$ cat src/sv/ale_pkg.sv
// ============================================================================
// ale_pkg: shared types and constants for the array list engine
// Operation codes, status codes, sequencer states and stream field widths.
// ============================================================================
`default_nettype none

package ale_pkg;

    localparam int OPC_W   = 4;
    localparam int POS_W   = 6;
    localparam int WORD_W  = 32;
    localparam int VALUE_W = 38;
    localparam int INDEX_W = 7;
    localparam int LEN_W   = 7;
    localparam int STAT_W  = 2;
    localparam int IN_W    = 48;
    localparam int OUT_W   = 56;

    typedef enum logic [OPC_W-1:0] {
        OP_INSERT  = 4'd0,
        OP_DELETE  = 4'd1,
        OP_GET     = 4'd2,
        OP_SET     = 4'd3,
        OP_LSEARCH = 4'd4,
        OP_BSEARCH = 4'd5,
        OP_MAX     = 4'd6,
        OP_MIN     = 4'd7,
        OP_SUM     = 4'd8,
        OP_AVG     = 4'd9,
        OP_REVERSE = 4'd10,
        OP_LSHIFT  = 4'd11,
        OP_RSHIFT  = 4'd12,
        OP_LROT    = 4'd13,
        OP_RROT    = 4'd14,
        OP_NOP     = 4'd15
    } op_t;

    typedef enum logic [STAT_W-1:0] {
        STAT_OK        = 2'd0,
        STAT_BAD_INDEX = 2'd1,
        STAT_FULL      = 2'd2,
        STAT_EMPTY     = 2'd3
    } status_t;

    typedef enum logic [3:0] {
        ST_IDLE,
        ST_GET,
        ST_LOAD,
        ST_LOADW,
        ST_WALK,
        ST_TAIL,
        ST_REV_A,
        ST_REV_B,
        ST_REV_C,
        ST_REV_D,
        ST_BS_RD,
        ST_BS_CMP,
        ST_DIV_GO,
        ST_DIV_WAIT,
        ST_DONE
    } state_t;

endpackage

`default_nettype wire

$ cat src/sv/array_list_engine.sv
// ============================================================================
// array_list_engine: dense list of signed words with one operation per item
// Sequencer over a single-port-read, single-port-write element memory.
// ============================================================================
// One transaction in, one result out. The block takes an item only when its
// sequencer is idle and walks the element memory one word per cycle through
// its single read port for insert, delete, shifts, rotates, linear search,
// max, min, sum and average; reverse swaps one pair at a time, binary search
// reads one probe at a time, and average then runs the bit-serial divider. A
// finished result waits in the output register while the next item is taken.
`default_nettype none

module array_list_engine #(
    parameter int CAPACITY = 64
) (
    input  wire logic                      clk,
    input  wire logic                      rst_n,
    input  wire logic                      s_axis_tvalid,
    output logic                           s_axis_tready,
    // opcode[3:0], position[9:4], operand_word[41:10], zero[47:42]
    input  wire logic [ale_pkg::IN_W-1:0]  s_axis_tdata,
    output logic                           m_axis_tvalid,
    input  wire logic                      m_axis_tready,
    // result_value[37:0], found_index[44:38], list_length[51:45],
    // status[53:52], zero[55:54]
    output logic [ale_pkg::OUT_W-1:0]      m_axis_tdata
);

    import ale_pkg::*;

    localparam int AW    = (CAPACITY > 1) ? $clog2(CAPACITY) : 1;
    localparam int CW    = $clog2(CAPACITY + 1);
    localparam int IW    = (CW > POS_W) ? CW : POS_W;
    localparam int ACC_W = WORD_W + AW + 1;

    logic [WORD_W-1:0] mem [CAPACITY];
    logic [WORD_W-1:0] rd_data_reg;
    logic [AW-1:0]     mem_raddr;
    logic              mem_we;
    logic [AW-1:0]     mem_waddr;
    logic [WORD_W-1:0] mem_wdata;

    state_t            state_reg, state_next;
    op_t               op_reg, op_next;
    status_t           status_reg, status_next;
    logic [CW-1:0]     count_reg, count_next;
    logic [AW-1:0]     idx_reg, idx_next;
    logic [CW-1:0]     steps_reg, steps_next;
    logic              pend_reg, pend_next;
    logic [AW-1:0]     waddr_reg, waddr_next;
    logic              up_reg, up_next;
    logic              wr_reg, wr_next;
    logic [AW-1:0]     tail_reg, tail_next;
    logic [WORD_W-1:0] key_reg, key_next;
    logic [WORD_W-1:0] save_reg, save_next;
    logic [WORD_W-1:0] tmp_reg, tmp_next;
    logic              first_reg, first_next;
    logic signed [ACC_W-1:0] acc_reg, acc_next;
    logic [INDEX_W-1:0] found_reg, found_next;
    logic signed [CW:0] lo_reg, lo_next;
    logic signed [CW:0] hi_reg, hi_next;
    logic [CW-1:0]     mid_reg, mid_next;
    logic [AW-1:0]     rev_i_reg, rev_i_next;
    logic [AW-1:0]     rev_j_reg, rev_j_next;
    logic [CW-1:0]     pairs_reg, pairs_next;

    logic               out_valid_reg, out_valid_next;
    logic [VALUE_W-1:0] out_value_reg;
    logic [INDEX_W-1:0] out_found_reg;
    logic [LEN_W-1:0]   out_len_reg;
    status_t            out_status_reg;

    op_t               in_op;
    logic [POS_W-1:0]  in_pos;
    logic [WORD_W-1:0] in_word;
    logic              s_fire;
    logic              out_free;
    logic              needs_item;
    logic              needs_index;
    logic [IW-1:0]     pos_w;
    logic [IW-1:0]     n_w;
    logic [IW-1:0]     ins_p;

    state_t            dec_state;
    status_t           dec_status;
    logic [CW-1:0]     dec_steps;
    logic [AW-1:0]     dec_idx;
    logic              dec_up;
    logic              dec_wr;
    logic [AW-1:0]     dec_tail;
    logic [CW-1:0]     dec_count;

    logic [CW:0]       bs_sum;
    logic signed [ACC_W-1:0] d_ext;
    logic              walk_end;
    logic              hit;
    state_t            after_walk;
    logic [WORD_W-1:0] tail_data;
    logic              div_start;
    logic              div_done;
    logic [ACC_W-1:0]  div_mag;
    logic [ACC_W-1:0]  div_quo;
    logic signed [63:0] acc_wide;

    assign in_op   = op_t'(s_axis_tdata[3:0]);
    assign in_pos  = s_axis_tdata[9:4];
    assign in_word = s_axis_tdata[41:10];

    assign s_axis_tready = (state_reg == ST_IDLE);
    assign s_fire        = s_axis_tvalid && s_axis_tready;
    assign out_free      = !out_valid_reg || m_axis_tready;

    assign needs_item  = (in_op inside {OP_DELETE, OP_GET, OP_SET, OP_MAX, OP_MIN, OP_AVG});
    assign needs_index = (in_op inside {OP_DELETE, OP_GET, OP_SET});
    assign pos_w       = IW'(in_pos);
    assign n_w         = IW'(count_reg);
    assign ins_p       = (pos_w > n_w) ? n_w : pos_w;

    // Plan the work for an incoming item
    always_comb
    begin
        dec_state  = ST_DONE;
        dec_status = STAT_OK;
        dec_steps  = '0;
        dec_idx    = '0;
        dec_up     = 1'b1;
        dec_wr     = 1'b0;
        dec_tail   = '0;
        dec_count  = count_reg;
        if (needs_item && count_reg == '0)
        begin
            dec_status = STAT_EMPTY;
        end
        else if (needs_index && pos_w >= n_w)
        begin
            dec_status = STAT_BAD_INDEX;
        end
        else
        begin
            unique case (in_op) inside
                OP_INSERT:
                begin
                    if (count_reg == CW'(CAPACITY))
                    begin
                        dec_status = STAT_FULL;
                    end
                    else
                    begin
                        dec_state = ST_WALK;
                        dec_steps = CW'(n_w - ins_p);
                        dec_idx   = AW'(count_reg) - AW'(1);
                        dec_up    = 1'b0;
                        dec_wr    = 1'b1;
                        dec_tail  = AW'(ins_p);
                        dec_count = count_reg + CW'(1);
                    end
                end
                OP_DELETE:
                begin
                    dec_state = ST_WALK;
                    dec_steps = CW'(n_w - pos_w - IW'(1));
                    dec_idx   = AW'(in_pos) + AW'(1);
                    dec_wr    = 1'b1;
                    dec_count = count_reg - CW'(1);
                end
                OP_GET:
                begin
                    dec_state = ST_GET;
                end
                OP_SET:
                begin
                    dec_state = ST_TAIL;
                    dec_tail  = AW'(in_pos);
                end
                OP_LSEARCH, OP_MAX, OP_MIN, OP_SUM, OP_AVG:
                begin
                    dec_state = ST_WALK;
                    dec_steps = count_reg;
                end
                OP_BSEARCH:
                begin
                    dec_state = ST_BS_RD;
                end
                OP_REVERSE:
                begin
                    if (count_reg > CW'(1))
                    begin
                        dec_state = ST_REV_A;
                    end
                end
                OP_LSHIFT, OP_LROT:
                begin
                    if (count_reg != '0)
                    begin
                        dec_state = ST_LOAD;
                        dec_steps = count_reg - CW'(1);
                        dec_idx   = AW'(1);
                        dec_wr    = 1'b1;
                        dec_tail  = AW'(count_reg - CW'(1));
                    end
                end
                OP_RSHIFT, OP_RROT:
                begin
                    if (count_reg != '0)
                    begin
                        dec_state = ST_LOAD;
                        dec_steps = count_reg - CW'(1);
                        dec_idx   = AW'(count_reg - CW'(2));
                        dec_up    = 1'b0;
                        dec_wr    = 1'b1;
                    end
                end
                default:
                begin
                    dec_state = ST_DONE;
                end
            endcase
        end
    end

    assign bs_sum   = (CW+1)'(lo_reg) + (CW+1)'(hi_reg);
    assign d_ext    = ACC_W'($signed(rd_data_reg));
    assign walk_end = (steps_reg == '0) && !pend_reg;
    assign hit      = pend_reg && (op_reg == OP_LSEARCH) && (rd_data_reg == key_reg);

    always_comb
    begin
        unique case (op_reg) inside
            OP_INSERT, OP_LSHIFT, OP_RSHIFT, OP_LROT, OP_RROT: after_walk = ST_TAIL;
            OP_AVG:                                          after_walk = ST_DIV_GO;
            default:                                         after_walk = ST_DONE;
        endcase
    end

    always_comb
    begin
        unique case (op_reg) inside
            OP_INSERT, OP_SET: tail_data = key_reg;
            OP_LROT, OP_RROT:  tail_data = save_reg;
            default:           tail_data = '0;
        endcase
    end

    // Next state
    always_comb
    begin
        state_next = state_reg;
        unique case (state_reg)
            ST_IDLE:     if (s_fire) state_next = dec_state;
            ST_GET:      state_next = ST_DONE;
            ST_LOAD:     state_next = ST_LOADW;
            ST_LOADW:    state_next = ST_WALK;
            ST_WALK:
            begin
                if (hit)
                begin
                    state_next = ST_DONE;
                end
                else if (walk_end)
                begin
                    state_next = after_walk;
                end
            end
            ST_TAIL:     state_next = ST_DONE;
            ST_REV_A:    state_next = ST_REV_B;
            ST_REV_B:    state_next = ST_REV_C;
            ST_REV_C:    state_next = ST_REV_D;
            ST_REV_D:    state_next = (pairs_reg == CW'(1)) ? ST_DONE : ST_REV_A;
            ST_BS_RD:    state_next = (lo_reg > hi_reg) ? ST_DONE : ST_BS_CMP;
            ST_BS_CMP:
            begin
                state_next = (rd_data_reg == key_reg) ? ST_DONE : ST_BS_RD;
            end
            ST_DIV_GO:   state_next = ST_DIV_WAIT;
            ST_DIV_WAIT: if (div_done) state_next = ST_DONE;
            ST_DONE:     if (out_free) state_next = ST_IDLE;
            default:     state_next = ST_IDLE;
        endcase
    end

    // Memory ports
    always_comb
    begin
        mem_raddr = idx_reg;
        mem_we    = 1'b0;
        mem_waddr = waddr_reg;
        mem_wdata = rd_data_reg;
        unique case (state_reg)
            ST_IDLE:  mem_raddr = AW'(in_pos);
            ST_LOAD:  mem_raddr = up_reg ? '0 : AW'(count_reg - CW'(1));
            ST_WALK:  mem_we    = pend_reg && wr_reg;
            ST_TAIL:
            begin
                mem_we    = 1'b1;
                mem_waddr = tail_reg;
                mem_wdata = tail_data;
            end
            ST_REV_A: mem_raddr = rev_i_reg;
            ST_REV_B: mem_raddr = rev_j_reg;
            ST_REV_C:
            begin
                mem_we    = 1'b1;
                mem_waddr = rev_i_reg;
            end
            ST_REV_D:
            begin
                mem_we    = 1'b1;
                mem_waddr = rev_j_reg;
                mem_wdata = tmp_reg;
            end
            ST_BS_RD: mem_raddr = AW'(bs_sum[CW:1]);
            default:  mem_raddr = idx_reg;
        endcase
    end

    always_ff @(posedge clk)
    begin
        if (mem_we)
        begin
            mem[mem_waddr] <= mem_wdata;
        end
        rd_data_reg <= mem[mem_raddr];
    end

    assign div_start = (state_reg == ST_DIV_GO);
    assign div_mag   = acc_reg[ACC_W-1] ? ACC_W'(-acc_reg) : ACC_W'(acc_reg);

    ale_div #(
        .DIVIDEND_W (ACC_W),
        .DIVISOR_W  (CW)
    ) u_div (
        .clk      (clk),
        .rst_n    (rst_n),
        .start    (div_start),
        .dividend (div_mag),
        .divisor  (count_reg),
        .done     (div_done),
        .quotient (div_quo)
    );

    // Datapath
    always_comb
    begin
        op_next     = op_reg;
        status_next = status_reg;
        count_next  = count_reg;
        idx_next    = idx_reg;
        steps_next  = steps_reg;
        pend_next   = 1'b0;
        waddr_next  = waddr_reg;
        up_next     = up_reg;
        wr_next     = wr_reg;
        tail_next   = tail_reg;
        key_next    = key_reg;
        save_next   = save_reg;
        tmp_next    = tmp_reg;
        first_next  = first_reg;
        acc_next    = acc_reg;
        found_next  = found_reg;
        lo_next     = lo_reg;
        hi_next     = hi_reg;
        mid_next    = mid_reg;
        rev_i_next  = rev_i_reg;
        rev_j_next  = rev_j_reg;
        pairs_next  = pairs_reg;
        unique case (state_reg)
            ST_IDLE:
            begin
                if (s_fire)
                begin
                    op_next     = in_op;
                    key_next    = in_word;
                    status_next = dec_status;
                    count_next  = dec_count;
                    steps_next  = dec_steps;
                    idx_next    = dec_idx;
                    up_next     = dec_up;
                    wr_next     = dec_wr;
                    tail_next   = dec_tail;
                    first_next  = 1'b1;
                    acc_next    = '0;
                    found_next  = '1;
                    lo_next     = '0;
                    hi_next     = $signed({1'b0, count_reg}) - (CW+1)'(1);
                    rev_i_next  = '0;
                    rev_j_next  = AW'(count_reg - CW'(1));
                    pairs_next  = count_reg >> 1;
                end
            end
            ST_GET:
            begin
                acc_next = d_ext;
            end
            ST_LOADW:
            begin
                save_next = rd_data_reg;
            end
            ST_WALK:
            begin
                if (pend_reg)
                begin
                    unique case (op_reg) inside
                        OP_LSEARCH:
                        begin
                            if (hit)
                            begin
                                found_next = INDEX_W'(waddr_reg);
                            end
                        end
                        OP_MAX:
                        begin
                            if (first_reg || d_ext > acc_reg) acc_next = d_ext;
                        end
                        OP_MIN:
                        begin
                            if (first_reg || d_ext < acc_reg) acc_next = d_ext;
                        end
                        OP_SUM, OP_AVG:
                        begin
                            acc_next = acc_reg + d_ext;
                        end
                        default:
                        begin
                            acc_next = acc_reg;
                        end
                    endcase
                    first_next = 1'b0;
                end
                if (hit)
                begin
                    steps_next = '0;
                end
                else if (steps_reg != '0)
                begin
                    pend_next  = 1'b1;
                    steps_next = steps_reg - CW'(1);
                    if (!up_reg)
                    begin
                        waddr_next = idx_reg + AW'(1);
                        idx_next   = idx_reg - AW'(1);
                    end
                    else
                    begin
                        waddr_next = wr_reg ? idx_reg - AW'(1) : idx_reg;
                        idx_next   = idx_reg + AW'(1);
                    end
                end
            end
            ST_REV_B:
            begin
                tmp_next = rd_data_reg;
            end
            ST_REV_D:
            begin
                rev_i_next = rev_i_reg + AW'(1);
                rev_j_next = rev_j_reg - AW'(1);
                pairs_next = pairs_reg - CW'(1);
            end
            ST_BS_RD:
            begin
                mid_next = bs_sum[CW:1];
            end
            ST_BS_CMP:
            begin
                if (rd_data_reg == key_reg)
                begin
                    found_next = INDEX_W'(mid_reg);
                end
                else if ($signed(key_reg) > $signed(rd_data_reg))
                begin
                    lo_next = $signed({1'b0, mid_reg}) + (CW+1)'(1);
                end
                else
                begin
                    hi_next = $signed({1'b0, mid_reg}) - (CW+1)'(1);
                end
            end
            ST_DIV_WAIT:
            begin
                if (div_done)
                begin
                    acc_next = acc_reg[ACC_W-1] ? -$signed(div_quo) : $signed(div_quo);
                end
            end
            default:
            begin
                pend_next = 1'b0;
            end
        endcase
    end

    assign acc_wide       = 64'(acc_reg);
    assign out_valid_next = ((state_reg == ST_DONE) && out_free) ? 1'b1
                          : (m_axis_tready ? 1'b0 : out_valid_reg);

    always_ff @(posedge clk or negedge rst_n)
    begin
        if (!rst_n)
        begin
            state_reg     <= ST_IDLE;
            count_reg     <= '0;
            pend_reg      <= 1'b0;
            out_valid_reg <= 1'b0;
        end
        else
        begin
            state_reg     <= state_next;
            count_reg     <= count_next;
            pend_reg      <= pend_next;
            out_valid_reg <= out_valid_next;
        end
    end

    always_ff @(posedge clk)
    begin
        op_reg     <= op_next;
        status_reg <= status_next;
        idx_reg    <= idx_next;
        steps_reg  <= steps_next;
        waddr_reg  <= waddr_next;
        up_reg     <= up_next;
        wr_reg     <= wr_next;
        tail_reg   <= tail_next;
        key_reg    <= key_next;
        save_reg   <= save_next;
        tmp_reg    <= tmp_next;
        first_reg  <= first_next;
        acc_reg    <= acc_next;
        found_reg  <= found_next;
        lo_reg     <= lo_next;
        hi_reg     <= hi_next;
        mid_reg    <= mid_next;
        rev_i_reg  <= rev_i_next;
        rev_j_reg  <= rev_j_next;
        pairs_reg  <= pairs_next;
        if ((state_reg == ST_DONE) && out_free)
        begin
            out_value_reg  <= acc_wide[VALUE_W-1:0];
            out_found_reg  <= found_reg;
            out_len_reg    <= LEN_W'(count_reg);
            out_status_reg <= status_reg;
        end
    end

    assign m_axis_tvalid = out_valid_reg;
    assign m_axis_tdata  = {2'b00, out_status_reg, out_len_reg, out_found_reg, out_value_reg};

    a_count_bound: assert property (@(posedge clk) disable iff (!rst_n)
        count_reg <= CW'(CAPACITY))
        else $error("element count above capacity");

    a_write_busy: assert property (@(posedge clk) disable iff (!rst_n)
        mem_we |-> (state_reg != ST_IDLE))
        else $error("memory write while idle");

    a_full_len: assert property (@(posedge clk) disable iff (!rst_n)
        (m_axis_tvalid && out_status_reg == STAT_FULL) |-> (out_len_reg == LEN_W'(CAPACITY)))
        else $error("full status with list not at capacity");

    a_found_ok: assert property (@(posedge clk) disable iff (!rst_n)
        (m_axis_tvalid && out_found_reg != '1) |-> (out_status_reg == STAT_OK))
        else $error("match reported with error status");

endmodule

`default_nettype wire

$ cat src/sv/ale_div.sv
// ============================================================================
// ale_div: iterative unsigned divider
// Restoring division, one quotient bit per cycle; done pulses with the result.
// ============================================================================
`default_nettype none

module ale_div #(
    parameter int DIVIDEND_W = 39,
    parameter int DIVISOR_W  = 7
) (
    input  wire logic                  clk,
    input  wire logic                  rst_n,
    input  wire logic                  start,
    input  wire logic [DIVIDEND_W-1:0] dividend,
    input  wire logic [DIVISOR_W-1:0]  divisor,
    output logic                       done,
    output logic [DIVIDEND_W-1:0]      quotient
);

    localparam int CNT_W = $clog2(DIVIDEND_W + 1);

    logic                  busy_reg, busy_next;
    logic                  done_reg, done_next;
    logic [CNT_W-1:0]      cnt_reg, cnt_next;
    logic [DIVIDEND_W-1:0] quo_reg, quo_next;
    logic [DIVISOR_W-1:0]  rem_reg, rem_next;
    logic [DIVISOR_W-1:0]  div_reg, div_next;
    logic [DIVISOR_W:0]    trial;
    logic                  fits;

    assign trial = {rem_reg, quo_reg[DIVIDEND_W-1]};
    assign fits  = trial >= {1'b0, div_reg};

    always_comb
    begin
        busy_next = busy_reg;
        done_next = 1'b0;
        cnt_next  = cnt_reg;
        quo_next  = quo_reg;
        rem_next  = rem_reg;
        div_next  = div_reg;
        if (start)
        begin
            busy_next = 1'b1;
            cnt_next  = CNT_W'(DIVIDEND_W);
            quo_next  = dividend;
            rem_next  = '0;
            div_next  = divisor;
        end
        else if (busy_reg)
        begin
            quo_next = {quo_reg[DIVIDEND_W-2:0], fits};
            rem_next = fits ? DIVISOR_W'(trial - {1'b0, div_reg}) : DIVISOR_W'(trial);
            cnt_next = cnt_reg - CNT_W'(1);
            if (cnt_reg == CNT_W'(1))
            begin
                busy_next = 1'b0;
                done_next = 1'b1;
            end
        end
    end

    always_ff @(posedge clk or negedge rst_n)
    begin
        if (!rst_n)
        begin
            busy_reg <= 1'b0;
            done_reg <= 1'b0;
            cnt_reg  <= '0;
        end
        else
        begin
            busy_reg <= busy_next;
            done_reg <= done_next;
            cnt_reg  <= cnt_next;
        end
    end

    always_ff @(posedge clk)
    begin
        quo_reg <= quo_next;
        rem_reg <= rem_next;
        div_reg <= div_next;
    end

    assign done     = done_reg;
    assign quotient = quo_reg;

endmodule

`default_nettype wire

$ cat config.mk
export PLATFORM = sky130hd
export DESIGN_NAME = array_list_engine
export DESIGN_NICKNAME = d
export VERILOG_FILES = /design/src/sv/ale_pkg.sv /design/src/sv/array_list_engine.sv /design/src/sv/ale_div.sv
export SDC_FILE = /design/constraint.sdc
export NUM_CORES = 2
export LEC_CHECK = 0
export ABC_AREA = 1
export BUFFER_PORTS_ARGS = -buffer_cell sky130_fd_sc_hd__buf_2
export CORE_ASPECT_RATIO = 1.5
export CORE_UTILIZATION = 50
export CTS_CLUSTER_SIZE = 25
export DETAILED_ROUTE_END_ITERATION = 6
export PLACE_DENSITY = 0.68
export SETUP_SLACK_MARGIN = 0.3
export SLEW_MARGIN = 25
export SYNTH_ARGS = -nofsm -noshare
export SYNTH_HDL_FRONTEND = slang
export SYNTH_SLANG_ARGS = --single-unit
$ cat constraint.sdc
create_clock -name clk -period 4.52 [get_ports clk]
set_input_delay 0.452 -clock clk [delete_from_list [all_inputs] [get_ports clk]]
set_output_delay 0.452 -clock clk [all_outputs]
set_load 0.01 [all_outputs]
* Yosys cells after proc, flatten, opt, wreduce, memory -nomap -nowiden
Memory sizes are Yosys's and may differ from the RTL's. A register that Yosys moved wholly into a read port is not among the register bits.
Cells that the tools add are included.
** Cells by class
- Add/subtract/negate cells :: 23
- Order comparisons :: 8
- Equal/unequal tests :: 60
- Muxes and demuxes :: 109
- Bitwise logic cells :: 3
- Reduce and logical (&&, ||, !) cells :: 54
** Operators by type and width (count)
- $mux 39 :: 9
- $pmux 39 s4 :: 1
- $pmux 32 s2 :: 2
- $pmux 39 s3 :: 1
- $mux 7 :: 16
- $mux 6 :: 17
- $eq 4x4->1 const B :: 20
- $neg 39->39 :: 2
- $pmux 4 s14 :: 1
- $mux 8 :: 6
- $eq 4x3->1 const B :: 11
- $mux 4 :: 11
- $pmux 7 s2 :: 3
- $add 39x32->39 :: 1
- $gt 32x39->1 :: 1
- $lt 32x39->1 :: 1
- $pmux 6 s2 :: 3
- $pmux 6 s3 :: 2
- $eq 32x32->1 :: 1
- $gt 32x32->1 :: 1
- $pmux 8 s2 :: 2
- $pmux 6 s5 :: 1
- $pmux 4 s7 :: 1
- $pmux 7 s4 :: 1
- other kinds (53) :: 142
** Word-level totals
- Register bits :: 346
- RAM bits :: 2048
- Input bits :: 52
- Output and inout port bits :: 58
- Logic and storage cells :: 293
- Memories kept :: 1
** Memory list
- mem :: depth 64, bits a word 32, rd ports 1, clocked after memory_dff 1, write ports 1, RTL line array_list_engine.sv:36 : logic [WORD_W-1:0] mem [CAPACITY];

* Longest topological paths before layout
- Depth after elaboration :: 9
- Gate-level depth with buffers :: 25

* Cells and area by module
From an unflattened synthesis, not the netlist that was laid out.
** Unflattened totals
- Cell total of the unflattened synthesis :: 10978
- Area total of the unflattened synthesis :: 114487.3 um^2
** Modules (own cells, without submodules)
- array_list_engine :: times used 1, cells an instance 10649, area an instance 111513.2 um^2
- ale_div :: times used 1, cells an instance 329, area an instance 2974.1 um^2

* Least setup slack after synthesis
OpenSTA, ideal clock, no wires.
- Path kind :: register to register
- Start point :: register acc_reg[38]
- End point :: register acc_reg[0], enable pin
- Library setup time :: 448 ps
- Data arrival time :: 4143 ps
- Required time :: 4072 ps
- Path slack :: -72 ps
- Stages on the path, launching flop included :: 17
- Buffers on the path :: 2
- Clock period less this slack :: 4592 ps
- Cells stage by stage :: edfxtp_1 -> clkbuf_1 -> inv_2 -> clkbuf_1 -> ha_1 -> nand4_1 -> nor3_1 -> nand2_1 -> nor2_1 -> nand3_1 -> nand3_1 -> nand2_1 -> nand2_1 -> nand2_1 -> nand2_1 -> nand2_1 -> a21oi_1
** Between the ends
- Longest elaborated chain between the ends :: 4
- Elaborated cells between the ends (all ways) :: 7
** RTL lines
- start: declaration :: RTL line array_list_engine.sv:58 : logic signed [ACC_W-1:0] acc_reg, acc_next;
- start signal: assignment :: RTL line array_list_engine.sv:528 : acc_reg <= acc_next;
- $lt 32x39->1 / $gt 32x39->1 (equally long branches) :: RTL line array_list_engine.sv:416, array_list_engine.sv:412
- $logic_or 1x1->1, on equally long branches :: RTL line array_list_engine.sv:416, array_list_engine.sv:412
- $ne 3x3->1 (no source line)
- $reduce_and 7->1 (no source line) (*)
Mark *: on every way between the ends. The rest lies on a longest branch, timed or not.
A chain may end at the register's enable or synchronous reset.

* Final worst setup path
- Start point :: register lo_reg[0]
- End point :: register rd_data_reg[31] (read register of mem)
** Between the ends
- Longest elaborated chain between the ends :: 2
** RTL lines
- start: declaration :: RTL line array_list_engine.sv:60 : logic signed [CW:0] lo_reg, lo_next;
- start signal: assignment :: RTL line array_list_engine.sv:530 : lo_reg <= lo_next;
- $add 8x8->8 :: RTL line array_list_engine.sv:221 : assign bs_sum = (CW+1)'(lo_reg) + (CW+1)'(hi_reg);
- net bs_sum[1] :: RTL line array_list_engine.sv:93 : logic [CW:0] bs_sum;
- $pmux 6 s5 :: RTL line array_list_engine.sv:288 : unique case (state_reg)
- end: declaration :: RTL line array_list_engine.sv:37 : logic [WORD_W-1:0] rd_data_reg;
The timed path passes the listed nets, and every way through them passes these cells.

==> results.json <==
{
  "die_x_um": 392,
  "critPathKind": "reg -> reg",
  "grt_max_degree": 119,
  "synth_simple_gate_area_share_pct": 23.2,
  "insertion_delay_ns": 0.92,
  "cp.arrival_ns": 4.88,
  "port_buffers": 101,
  "dr_wl_met2_um": 173000,
  "vias": 83400,
  "clockBufferDepth": 4,
  "final_hold_viol_count": 0,
  "maxUsedRoutingLayer": "met4",
  "synth_xor_area_share_pct": 0.652,
  "met1_length_um": 125000,
  "cts_sinks": 2426,
  "final_antenna_net_count": 0,
  "grt_pass1_vias": 81400,
  "ys.flop_type": "edfxtp_1",
  "synth_edf_count": 2366,
  "final.min_clock_period_ns": 4.08,
  "syn-instance-count": 10900,
  "initial_core_util_pct": 50.3,
  "synth_top_family_by_area": "simple AND/OR/NAND/NOR gates",
  "die-area_um2": 230000,
  "fin_skew_ns": 0.0445,
  "tns_ns": 0,
  "wl_per_cell_um": 24.7,
  "syn_area_um2": 114000,
  "root_buffer": "clkbuf_16",
  "die_h_um": 587,
  "ys_warn_count": 0,
  "drt_iter0_drc": 9230,
  "yosys-top-cells-area": "edfxtp_1 (62%), nand3_1 (10%), nand2_1 (5.8%)",
  "slew_headroom_pct": 37.0,
  "grtUsageTotal_pct": 30.2,
  "ios": 110,
  "gp_congestion": 0.958,
  "htreeDepth": 4,
  "fin_crit_sh_pct": 90.2,
  "synth_top_area_share_pct": 62.2,
  "synth_cell_types": 53,
  "worst_pin_slew_ns": 0.945,
  "required_ns": 5.32,
  "end_kind": "register",
  "layout-drive-gt1-share_pct": 8.40,
  "dpl.hpwl_um": 214000,
  "drc_errors": 0,
  "largest_reg_flops": 2048,
  "grt_pass1_wl_um": 516000,
  "ys_async_sr_fraction_pct": 0.866,
  "routed_wl_um": 353000,
  "synth_most_common_cell": "edfxtp_1",
  "post_cts_buffers": 0,
  "min_path_type": "in -> async",
  "layout.nets": 11300,
  "syn2layout_area_growth_pct": 12.3,
  "startpoint_type": "register",
  "ys_seq_area_share_pct": 63.4,
  "cts_tree": "done",
  "drt_pass1_iterations": 6,
  "cts.clk_slew.worst_paths_ns": 0.07,
  "gr-total-overflow": 0,
  "synth_top_area_cell": "edfxtp_1",
  "dr_wl_met3_um": 25900,
  "antenna_found_initial": 10,
  "outcome": "finished, final reports clean",
  "final-max-slew-violation-count": 0,
  "rows": 214,
  "ys_seq_elements": 2426,
  "setup_viol": 0,
  "cts_buffers": 224,
  "maxCapViolations": 0,
  "synth_compound_area_share_pct": 3.21,
  "cp_max_fo": 49,
  "synthAdderAreaFrac_pct": 1.93,
  "synth_mux_area_share_pct": 0,
  "core_region_area_um2": 227000,
  "yosys-top-cells-count": "edfxtp_1 (2366), nand3_1 (2365), nand2_1 (1771)",
  "rsz0062_at_grt": "false",
  "routed_via_density": 5.83,
  "max_freq_ghz": 0.245,
  "syn_avg_cell_area_um2": 10.4
}
[area by class of cell]
class                      count  area (µm²)
fill                       18700       98600
sequential                  2426       72400
multi-input combinational   6312       33800
clock buffer                 296        5990
inverter                    1574        5920
timing repair buffer         555        5330
tap                         3024        3780
clock inverter               108        1050
antenna                        9        22.5
[worst paths after layout]
| path | from | to | slack, ns | cells after the start |
|---|---|---|---|---|
| worst min-delay path | rst_n | count_reg[5] | 0.09 | 2 |
| worst max register to register | lo_reg[0] | rd_data_reg[31] | 0.44 | 17 |
| min in group clk | s_axis_tdata[9] | tail_reg[5] | 0.09 | 3 |
| worst max-delay path | lo_reg[0] | rd_data_reg[31] | 0.44 | 17 |
| worst min register to register | status_reg[1] | out_status_reg[1] | 0.42 | 0 |
| max in group asynchronous | rst_n | m_axis_tvalid | 4.03 | 2 |
[cell usage in the layout, fill, tap and decap left out, types with 15 or more instances in the layout]
cell type	synthesis	layout
a21oi_1	191	189
buf_12	0	104
buf_2	238	101
buf_4	35	310
bufinv_16	0	19
clkbuf_1	292	62
clkbuf_16	0	225
clkinv_1	10	42
clkinv_2	0	41
dfrtp_1	21	21
dfxtp_1	39	38
dlygate4sd3_1	0	39
edfxtp_1	2366	2366
ha_1	168	168
inv_1	1559	1557
nand2_1	1771	1770
nand3_1	2365	2365
nand3b_1	761	761
nand4_1	43	43
nor2_1	354	281
nor2_4	1	72
nor3_1	63	63
nor4_1	22	21
o211ai_1	59	59
o21a_1	16	16
o21ai_0	253	252
o21bai_1	16	15
o221ai_1	18	18
o22ai_1	33	33
or2_2	16	16
xor2_1	73	73
[metrics by stage]
| stage | hold WS (ns) | instances | worst slack, ns | util (%) | cell area [µm²] |
|---|---|---|---|---|---|
| final | 0.0882 | 14300 | 0.444 | 56.5 | 128000 |
| after global routing | 0.0842 | 14300 | 0.347 | 56.5 | 128000 |
| after CTS | 0.0578 | 14300 | 0.524 | 56.5 | 128000 |
| after detailed placement | 0.413 | 13900 | 0.554 | 53.2 | 121000 |
| after global placement | 0.408 | 13900 | 0.539 | 53.2 | 121000 |
| after floorplan | 0.156 | 10900 | 0.432 | - | 114000 |
[layer usage]
layer  vias to the layer above  GRT usage, %
li1                      38000             -
met1                     40600          35.5
met2                      3935          51.0
met3                       880          3.50
met4                         0          22.1
met5                         -             0
[what timing repair did]
| item | 4_1_cts | 5_1_grt |
|---|---|---|
| hold buffers | 39 | 0 |
| setup endpoints to repair | 0 | 3 |
| hold endpoints to repair | 65 | 0 |
| gates resized for setup | 0 | 1 |
[worst max-delay path, stage by stage (launching register included)]
cell and delay [ns]:
edfxtp_1 0.38, ha_1 0.24, fa_1 0.57, nand3_1 0.13, nand2_1 0.05, nor2_1 0.33, nand2_8 0.22, nand2_8 0.26
buf_12 0.25, buf_4 0.53, nand2_1 0.11, nand2_1 0.10, nand2_1 0.06, nand3_1 0.08, nand3_1 0.09, nand3_1 0.19
nand3_1 0.09, nand2_1 0.20
[cells by family (layout without fill, tap and decap cells)]
group	count (synthesis)	in the layout
flip-flops	2426	2426
adder cells (fa/ha/maj)	173	173
AND/OR/NAND/NOR	5416	5416
XOR/XNOR	85	85
AO/OA/AOI/OAI	636	636
buffers and inverters	2201	2533
other	1	11
Power is left out: the tool's default activity adds up to more than one toggle a clock period on the data nets, which glitch-free logic cannot reach.
